$ cat src/hdl/bfdh_pkg.sv
package bfdh_pkg;

    localparam int BLOOM_BITS = 1024;   // power of two, 64 to 1024
    localparam int NUM_HASHES = 4;      // 1 to 16

    localparam int POS_W      = $clog2(BLOOM_BITS);
    localparam int STORE_AW   = 7;
    localparam int K_W        = (NUM_HASHES > 1) ? $clog2(NUM_HASHES) : 1;

    localparam logic [63:0] FNV_BASIS    = 64'hcbf29ce484222325;
    // prime = 2^40 + 0x1b3
    localparam int          PRIME_SHIFT  = 40;
    localparam logic [8:0]  FNV_PRIME_LO = 9'h1b3;

    localparam logic [2:0] CMD_CLEAR  = 3'd0;
    localparam logic [2:0] CMD_INSERT = 3'd1;
    localparam logic [2:0] CMD_QUERY  = 3'd2;
    localparam logic [2:0] CMD_LOAD   = 3'd3;
    localparam logic [2:0] CMD_READ   = 3'd4;

    typedef enum logic [5:0] {
        ST_IDLE      = 6'b000001,
        ST_HASH      = 6'b000010,
        ST_PROBE_RD  = 6'b000100,
        ST_PROBE_CHK = 6'b001000,
        ST_BYTE_RD   = 6'b010000,
        ST_FINISH    = 6'b100000
    } state_t;

    typedef struct packed {
        logic                clear;
        logic                wr_en;
        logic [STORE_AW-1:0] wr_addr;
        logic [7:0]          wr_data;
        logic                rd_en;
        logic [STORE_AW-1:0] rd_addr;
    } store_req_t;

endpackage

$ cat src/hdl/bfdh_fnv_round.sv
module bfdh_fnv_round (
    input  logic [63:0] acc,
    input  logic [7:0]  data_byte,
    output logic [63:0] acc_out
);
    import bfdh_pkg::*;

    logic [63:0] mixed;
    logic [72:0] lo_prod;

    assign mixed   = acc ^ {56'd0, data_byte};
    assign lo_prod = mixed * FNV_PRIME_LO;
    assign acc_out = (mixed << PRIME_SHIFT) + lo_prod[63:0];

endmodule

$ cat src/hdl/bfdh_store.sv
module bfdh_store (
    input  logic                 clk,
    input  logic                 rst_n,
    input  bfdh_pkg::store_req_t req,
    output logic [7:0]           rd_data
);
    import bfdh_pkg::*;

    localparam int DEPTH = 1 << STORE_AW;

    logic [7:0]       mem [DEPTH];
    logic [DEPTH-1:0] valid_reg;
    logic [7:0]       data_reg;
    logic             data_valid_reg;

    always_ff @(posedge clk)
    begin
        if (req.wr_en)
        begin
            mem[req.wr_addr] <= req.wr_data;
        end
        if (req.rd_en)
        begin
            data_reg <= mem[req.rd_addr];
        end
    end

    always_ff @(posedge clk or negedge rst_n)
    begin
        if (!rst_n)
        begin
            valid_reg      <= '0;
            data_valid_reg <= 1'b0;
        end
        else
        begin
            if (req.clear)
            begin
                valid_reg <= '0;
            end
            else if (req.wr_en)
            begin
                valid_reg[req.wr_addr] <= 1'b1;
            end
            if (req.rd_en)
            begin
                data_valid_reg <= valid_reg[req.rd_addr];
            end
        end
    end

    assign rd_data = data_valid_reg ? data_reg : 8'd0;

endmodule

$ cat src/hdl/bloom_filter_fnv_double_hash.sv
// Bloom filter over a 1024-bit store held as 128 bytes, with clear, insert of a
// precomputed hash pair, query of a 64-bit node id, and byte load and read. One
// transaction is taken at a time; in_stall is high while it runs. A query hashes
// the id and the salted id with FNV-1a 64 through one shared round unit, one
// byte per cycle, then probes the store; each probe is a read on the store's
// single registered read port and then a check, and a query that misses ends
// early. The result then waits in an output register; the next transaction
// may enter while it is held. The store is clear after reset with no sweep.
module bloom_filter_fnv_double_hash (
    input  logic        clk,
    input  logic        rst_n,
    input  logic        salt_we,
    input  logic [63:0] salt_wdata,
    input  logic        in_valid,
    output logic        in_stall,
    input  logic [2:0]  command,
    input  logic [63:0] node_id,
    input  logic [63:0] first_hash,
    input  logic [63:0] second_hash,
    input  logic [6:0]  byte_index,
    input  logic [7:0]  byte_value,
    output logic        out_valid,
    input  logic        out_stall,
    output logic        member_hit,
    output logic [7:0]  read_byte
);
    import bfdh_pkg::*;

    localparam logic [K_W-1:0] K_LAST = K_W'(NUM_HASHES - 1);

    state_t             state_reg, state_next;
    logic [2:0]         cmd_reg, cmd_next;
    logic [63:0]        salt_reg;
    logic [63:0]        node_reg, node_next;
    logic [63:0]        acc_reg, acc_next;
    logic [63:0]        work_reg, work_next;
    logic [3:0]         round_reg, round_next;
    logic [POS_W-1:0]   sum_reg, sum_next;
    logic [POS_W-1:0]   stride_reg, stride_next;
    logic [K_W-1:0]     k_reg, k_next;
    logic               hit_reg, hit_next;
    logic [7:0]         rb_reg, rb_next;
    logic               out_valid_reg, out_valid_next;
    logic               member_hit_reg, member_hit_next;
    logic [7:0]         read_byte_reg, read_byte_next;

    logic [63:0]        fnv_out;
    logic [7:0]         rd_data;
    logic               bit_set;
    store_req_t         store_req;

    bfdh_fnv_round u_round (
        .acc       (acc_reg),
        .data_byte (work_reg[63:56]),
        .acc_out   (fnv_out)
    );

    bfdh_store u_store (
        .clk     (clk),
        .rst_n   (rst_n),
        .req     (store_req),
        .rd_data (rd_data)
    );

    assign bit_set = rd_data[sum_reg[2:0]];

    always_comb
    begin
        state_next      = state_reg;
        cmd_next        = cmd_reg;
        node_next       = node_reg;
        acc_next        = acc_reg;
        work_next       = work_reg;
        round_next      = round_reg;
        sum_next        = sum_reg;
        stride_next     = stride_reg;
        k_next          = k_reg;
        hit_next        = hit_reg;
        rb_next         = rb_reg;
        out_valid_next  = out_valid_reg;
        member_hit_next = member_hit_reg;
        read_byte_next  = read_byte_reg;
        store_req       = '0;
        in_stall        = (state_reg != ST_IDLE);

        if (out_valid_reg && !out_stall)
        begin
            out_valid_next = 1'b0;
        end

        unique case (state_reg)
            ST_IDLE:
            begin
                if (in_valid)
                begin
                    cmd_next = command;
                    hit_next = 1'b0;
                    rb_next  = 8'd0;
                    k_next   = '0;
                    case (command)
                        CMD_CLEAR:
                        begin
                            store_req.clear = 1'b1;
                            state_next      = ST_FINISH;
                        end
                        CMD_INSERT:
                        begin
                            sum_next    = first_hash[POS_W-1:0];
                            stride_next = second_hash[POS_W-1:0];
                            state_next  = ST_PROBE_RD;
                        end
                        CMD_QUERY:
                        begin
                            node_next  = node_id;
                            acc_next   = FNV_BASIS;
                            work_next  = node_id;
                            round_next = 4'd0;
                            state_next = ST_HASH;
                        end
                        CMD_LOAD:
                        begin
                            store_req.wr_en   = 1'b1;
                            store_req.wr_addr = byte_index;
                            store_req.wr_data = byte_value;
                            state_next        = ST_FINISH;
                        end
                        CMD_READ:
                        begin
                            store_req.rd_en   = 1'b1;
                            store_req.rd_addr = byte_index;
                            state_next        = ST_BYTE_RD;
                        end
                        default:
                        begin
                            state_next = ST_FINISH;
                        end
                    endcase
                end
            end
            ST_HASH:
            begin
                acc_next   = fnv_out;
                work_next  = work_reg << 8;
                round_next = round_reg + 4'd1;
                if (round_reg[2:0] == 3'd7)
                begin
                    if (!round_reg[3])
                    begin
                        sum_next  = fnv_out[POS_W-1:0];
                        acc_next  = FNV_BASIS;
                        work_next = node_reg ^ salt_reg;
                    end
                    else
                    begin
                        stride_next = fnv_out[POS_W-1:0];
                        hit_next    = 1'b1;
                        state_next  = ST_PROBE_RD;
                    end
                end
            end
            ST_PROBE_RD:
            begin
                store_req.rd_en   = 1'b1;
                store_req.rd_addr = STORE_AW'(sum_reg[POS_W-1:3]);
                state_next        = ST_PROBE_CHK;
            end
            ST_PROBE_CHK:
            begin
                if (cmd_reg == CMD_INSERT)
                begin
                    store_req.wr_en   = 1'b1;
                    store_req.wr_addr = STORE_AW'(sum_reg[POS_W-1:3]);
                    store_req.wr_data = rd_data | (8'd1 << sum_reg[2:0]);
                end
                else if (!bit_set)
                begin
                    hit_next = 1'b0;
                end
                sum_next = sum_reg + stride_reg;
                k_next   = k_reg + 1'b1;
                if (k_reg == K_LAST || (cmd_reg == CMD_QUERY && !bit_set))
                begin
                    state_next = ST_FINISH;
                end
                else
                begin
                    state_next = ST_PROBE_RD;
                end
            end
            ST_BYTE_RD:
            begin
                rb_next    = rd_data;
                state_next = ST_FINISH;
            end
            ST_FINISH:
            begin
                if (!out_valid_reg || !out_stall)
                begin
                    out_valid_next  = 1'b1;
                    member_hit_next = hit_reg;
                    read_byte_next  = rb_reg;
                    state_next      = ST_IDLE;
                end
            end
            default:
            begin
                state_next = ST_IDLE;
            end
        endcase
    end

    always_ff @(posedge clk or negedge rst_n)
    begin
        if (!rst_n)
        begin
            state_reg     <= ST_IDLE;
            out_valid_reg <= 1'b0;
            salt_reg      <= 64'd0;
        end
        else
        begin
            state_reg     <= state_next;
            out_valid_reg <= out_valid_next;
            if (salt_we)
            begin
                salt_reg <= salt_wdata;
            end
        end
    end

    always_ff @(posedge clk)
    begin
        cmd_reg        <= cmd_next;
        node_reg       <= node_next;
        acc_reg        <= acc_next;
        work_reg       <= work_next;
        round_reg      <= round_next;
        sum_reg        <= sum_next;
        stride_reg     <= stride_next;
        k_reg          <= k_next;
        hit_reg        <= hit_next;
        rb_reg         <= rb_next;
        member_hit_reg <= member_hit_next;
        read_byte_reg  <= read_byte_next;
    end

    assign out_valid  = out_valid_reg;
    assign member_hit = member_hit_reg;
    assign read_byte  = read_byte_reg;

    // a result carries a hit or a byte, never both
    a_one_result_kind: assert property (@(posedge clk) disable iff (!rst_n)
        out_valid |-> (!member_hit || read_byte == 8'd0))
        else $error("hit and read byte both set");

    a_read_path: assert property (@(posedge clk) disable iff (!rst_n)
        (state_reg == ST_IDLE && in_valid && command == CMD_READ)
        |=> state_reg == ST_BYTE_RD)
        else $error("read byte did not issue store read");

    a_probe_order: assert property (@(posedge clk) disable iff (!rst_n)
        state_reg == ST_PROBE_CHK |-> $past(state_reg) == ST_PROBE_RD)
        else $error("probe check without store read");

    a_hash_query_only: assert property (@(posedge clk) disable iff (!rst_n)
        state_reg == ST_HASH |-> cmd_reg == CMD_QUERY)
        else $error("hash round outside a query");

endmodule
$ cat config.mk
export PLATFORM = sky130hd
export DESIGN_NAME = bloom_filter_fnv_double_hash
export DESIGN_NICKNAME = d
export VERILOG_FILES = /design/src/hdl/bfdh_pkg.sv /design/src/hdl/bfdh_fnv_round.sv /design/src/hdl/bfdh_store.sv /design/src/hdl/bloom_filter_fnv_double_hash.sv
export SDC_FILE = /design/constraint.sdc
export NUM_CORES = 2
export LEC_CHECK = 0
export CAP_MARGIN = 20
export CORE_MARGIN = 4
export CORE_UTILIZATION = 65
export CTS_BUF_LIST = sky130_fd_sc_hd__clkbuf_2 sky130_fd_sc_hd__clkbuf_4 sky130_fd_sc_hd__clkbuf_8
export CTS_CLUSTER_DIAMETER = 50
export DETAILED_ROUTE_END_ITERATION = 16
export DONT_BUFFER_PORTS = 1
export GPL_ROUTABILITY_DRIVEN = 0
export PLACE_DENSITY_LB_ADDON = 0.05
export SLEW_MARGIN = 30
export SYNTH_ARGS = -nofsm -noshare
export SYNTH_HDL_FRONTEND = slang
export SYNTH_SLANG_ARGS = --single-unit
export TNS_END_PERCENT = 100
$ cat constraint.sdc
create_clock -name clk -period 10.47 [get_ports clk]
set_input_delay 2.094 -clock clk [delete_from_list [all_inputs] [get_ports clk]]
set_output_delay 2.094 -clock clk [all_outputs]
set_load 0.05 [all_outputs]
==> summary.md <==
| Metric | Value |
|---|---|
| Status | completed |
| Worst Path Max Fanout | 36 |
| Worst reg2reg path depth | 11 |
| Largest register FFs | 1,024 |
| Pin slew with the least headroom to its limit | 1.07 ns |
| Total negative slack | 0 ns |
| Skew final | 0.0338 ns |
| Seq/Total Area, Yosys | 0.704 |
| Die span in x | 309 microns |
| Detailed-route via count | around 39,000 |
| Syn Nets | 4,933 |
| Final setup violation count | 0 |
| Placed Cells | ~5,500 |
| Commonest non-fill, non-tap cell in the layout | edfxtp_1 |
| #FFs+latches synth | 1,417 |
| # hold bufs at CTS | 0 |
| Share of cells above drive strength 1 | 0.118 |
| WS Path Type | primary input to flip-flop |
| Crit share post-route | 0.583 |
| Post-synth EDFFs | 1,217 |
| Worst setup SP type | primary input |
| Main synth FF type | edfxtp_1 |
| RSZ-0062 raised after global routing | false |
| Vias in the first global route | 36,700 |
| Setup Fix Bufs, Post-CTS | 0 |
| Int Pwr | 9.30 mW |
| Final Util | 0.716 |
| Top Ports | just under 300 |
| Max Cap Viol | 0 |
| First DRT Iteration DRCs | 5,249 |
| Switching power total | 3.17 mW |
| Syn-to-layout area delta | 9.29% |
| First-pass GRT wire length | 233 mm |
| R2R Setup Slk | 5.18 ns |
| Residual DRC | 0 |
| Async SR Flop Fraction | 0.141 |
| Leak pwr | about 21 nW |
| DRT Wirelength | 158 mm |
| Drt pass-1 iters | 7 |
| Full die area | between 90,000 and 100,000 sq um |
| Row cnt | 110 |
| TritonCTS Buffers | 216 |
| Clk buf depth | 3 |
| Crit path from | command[1] |
| Starting Density | 0.655 |
| Root buffer cell | clkbuf_8 |
| Routed Antenna Nets | 0 |
| Max-Slew Margin vs Limit | 0.287 |
| Pwr Density | between 150 and 200 nW/um^2 |
| IR drop worst, VDD | 0.144 mV |
| Count of buffers from port buffering | 0 |
| Reg power frac | 0.512 |
| Comb power frac | 0.108 |
| CTS tree | done |
| End point of the critical path | u_store.data_reg[1] |
| Clk sinks | approximately 1,400 |
| Hold Fails Final Rpt | 0 |
| Critical path required time | 11.16 ns |
| Fmax | 0.164 GHz |
| Insertion delay to the later sink of the worst-skew pair | 0.88 ns |
| Clk pin slew, worst setup/hold paths | 0.06 ns |
| Power share of the clock group | 0.380 |
| Final HPWL DP | 91.2 mm |
| Overall Global Routing Usage | 0.329 |
| Endpoint class of the critical path | flip-flop |
| H-tree Lvls | 4 |
| DR vias/cell | 6.51 |
| Height of the die | 309 microns |
| Post-synthesis average cell area | ~13 sq um |
| Synth Cell Area | just under 60,000 sq um |
| Grt total ovfl | 0 |
| Most frequent cells in the layout | edfxtp_1 (1,217), nand2_1 (951), clkbuf_8 (236), nand3_1 (202), and3_1 (201) |
| Initial antenna violation count | 5 |
| Reg2reg start | state_reg[4] |
| Core region area | 90,000 sq um |
| Final worst path period need | 6.10 ns |
| Worst EP arrival | 6.79 ns |
| Pin count of the biggest net entering global routing | 201 |
| Post-CTS sizing | 0 |
| Hold Slack | ~0.42 ns |
| Unique masters post-synth | approximately 70 |
| Slew Limit Fails | 0 |
| Drt wl/cell | 26.5 microns |
| Synth warn | 0 |
| RR Endpoint | u_store.data_reg[1] |
| Final Non-Filler Cells | 5,946 |
| Nets | 4,899 |
| Hold depth | 0 |
| Mapped Cells | between 4,000 and 5,000 |
| Switching share of power | 0.254 |
| Min-Delay Path Class | flip-flop to flip-flop |
-- metal layers --
| metal | up-vias | share of wire | global-route usage |
|---|---|---|---|
| met3 | 332 | 0.10 | 0.0737 |
| met2 | 2120 | 0.47 | 0.510 |
| met1 | 19100 | 0.39 | 0.466 |
| li1 | 17100 | - | - |
| met5 | - | 0.000089 | 0 |
| met4 | 2 | 0.035 | 0.121 |
-- cells in the mapped netlist (all sizes together), types with 15 or more instances --
cell type  count  area [sq um]
a211oi       198          1490
nand2        959          3600
edfxtp      1217         36500
nand3        203          1020
mux2          64           721
clkbuf       165           619
nor4          35           240
o21a         128           961
dfrtp        199          4980
xor2          15           131
inv           19          71.3
a21oi        168           845
o22ai         80           507
buf          150           748
nor2         212           796
and3         201          1260
ha            39           488
a31oi        180          1130
o21ai        118           591
xnor2         86           753
a22oi         19           148
a311oi        18           158
-- metrics by stage --
step | power, mW | setup WS [ns] | cell area [sq um]
after floorplan | 7.42 | 2.76 | 59000
after global placement | 7.79 | 3.81 | 59800
after detailed placement | 7.82 | 3.70 | 59900
after CTS | 12.5 | 4.66 | 64400
after global routing | 12.9 | 4.53 | 64500
final | 12.5 | 4.37 | 64500
-- kinds of logic (layout without fill, tap and decap cells) --
kind of cell	count (synthesis)	in the layout	share of synthesized area
simple gates	1661	1661	0.124
flops	1417	1417	0.704
compound gates	974	974	0.108
buf+inv	335	495	0.0245
xor+xnor	101	101	0.0150
mux	68	68	0.0131
fa+ha+maj	49	49	0.0117
other cells	0	5	0
-- layout make-up --
class / instances / area (sq um)
Clock buffer: 329 / 3950
Clock inverter: 83 / 616
Timing Repair Buffer: 63 / 581
Fill cell: 6028 / 25500
Tap cell: 1176 / 1470
Sequential cell: 1417 / 41600
Antenna cell: 5 / 12.5
Multi-Input combinational cell: 2853 / 16200
Inverter: 20 / 75.1
-- power by group through the flow --
stage	combinational (mW)	sequential, mW	clock [mW]
finish	1.35	6.39	4.74
global route	1.47	6.39	5.06
CTS	1.33	6.38	4.77
detailed placement	1.32	6.50	0
global placement	1.29	6.49	0
floorplan	0.952	6.47	0
-- worst max-delay path, cell delays in order --
cell and delay, ns:
nor3b_1 0.60, and3_1 0.54, a22o_1 0.19, buf_4 0.43
nor2_1 0.34, nand2_1 0.69, buf_4 0.42, a21oi_1 0.14
nor4_1 0.74, nand2_1 0.28, nand4_1 0.25
-- worst min path at each step --
stage              start           end  slack [ns]
2_1_floorplan    hit_reg    member_hit        0.40
3_5_place_dp   rb_reg[4]  read_byte[4]        0.41
6_report       rb_reg[3]  read_byte[3]        0.42
3_3_place_gp   rb_reg[5]  read_byte[5]        0.41
4_1_cts        rb_reg[5]  read_byte[5]        0.42
5_1_grt        rb_reg[3]  read_byte[3]        0.43
Note: power is estimated with default switching activity, not from simulation.
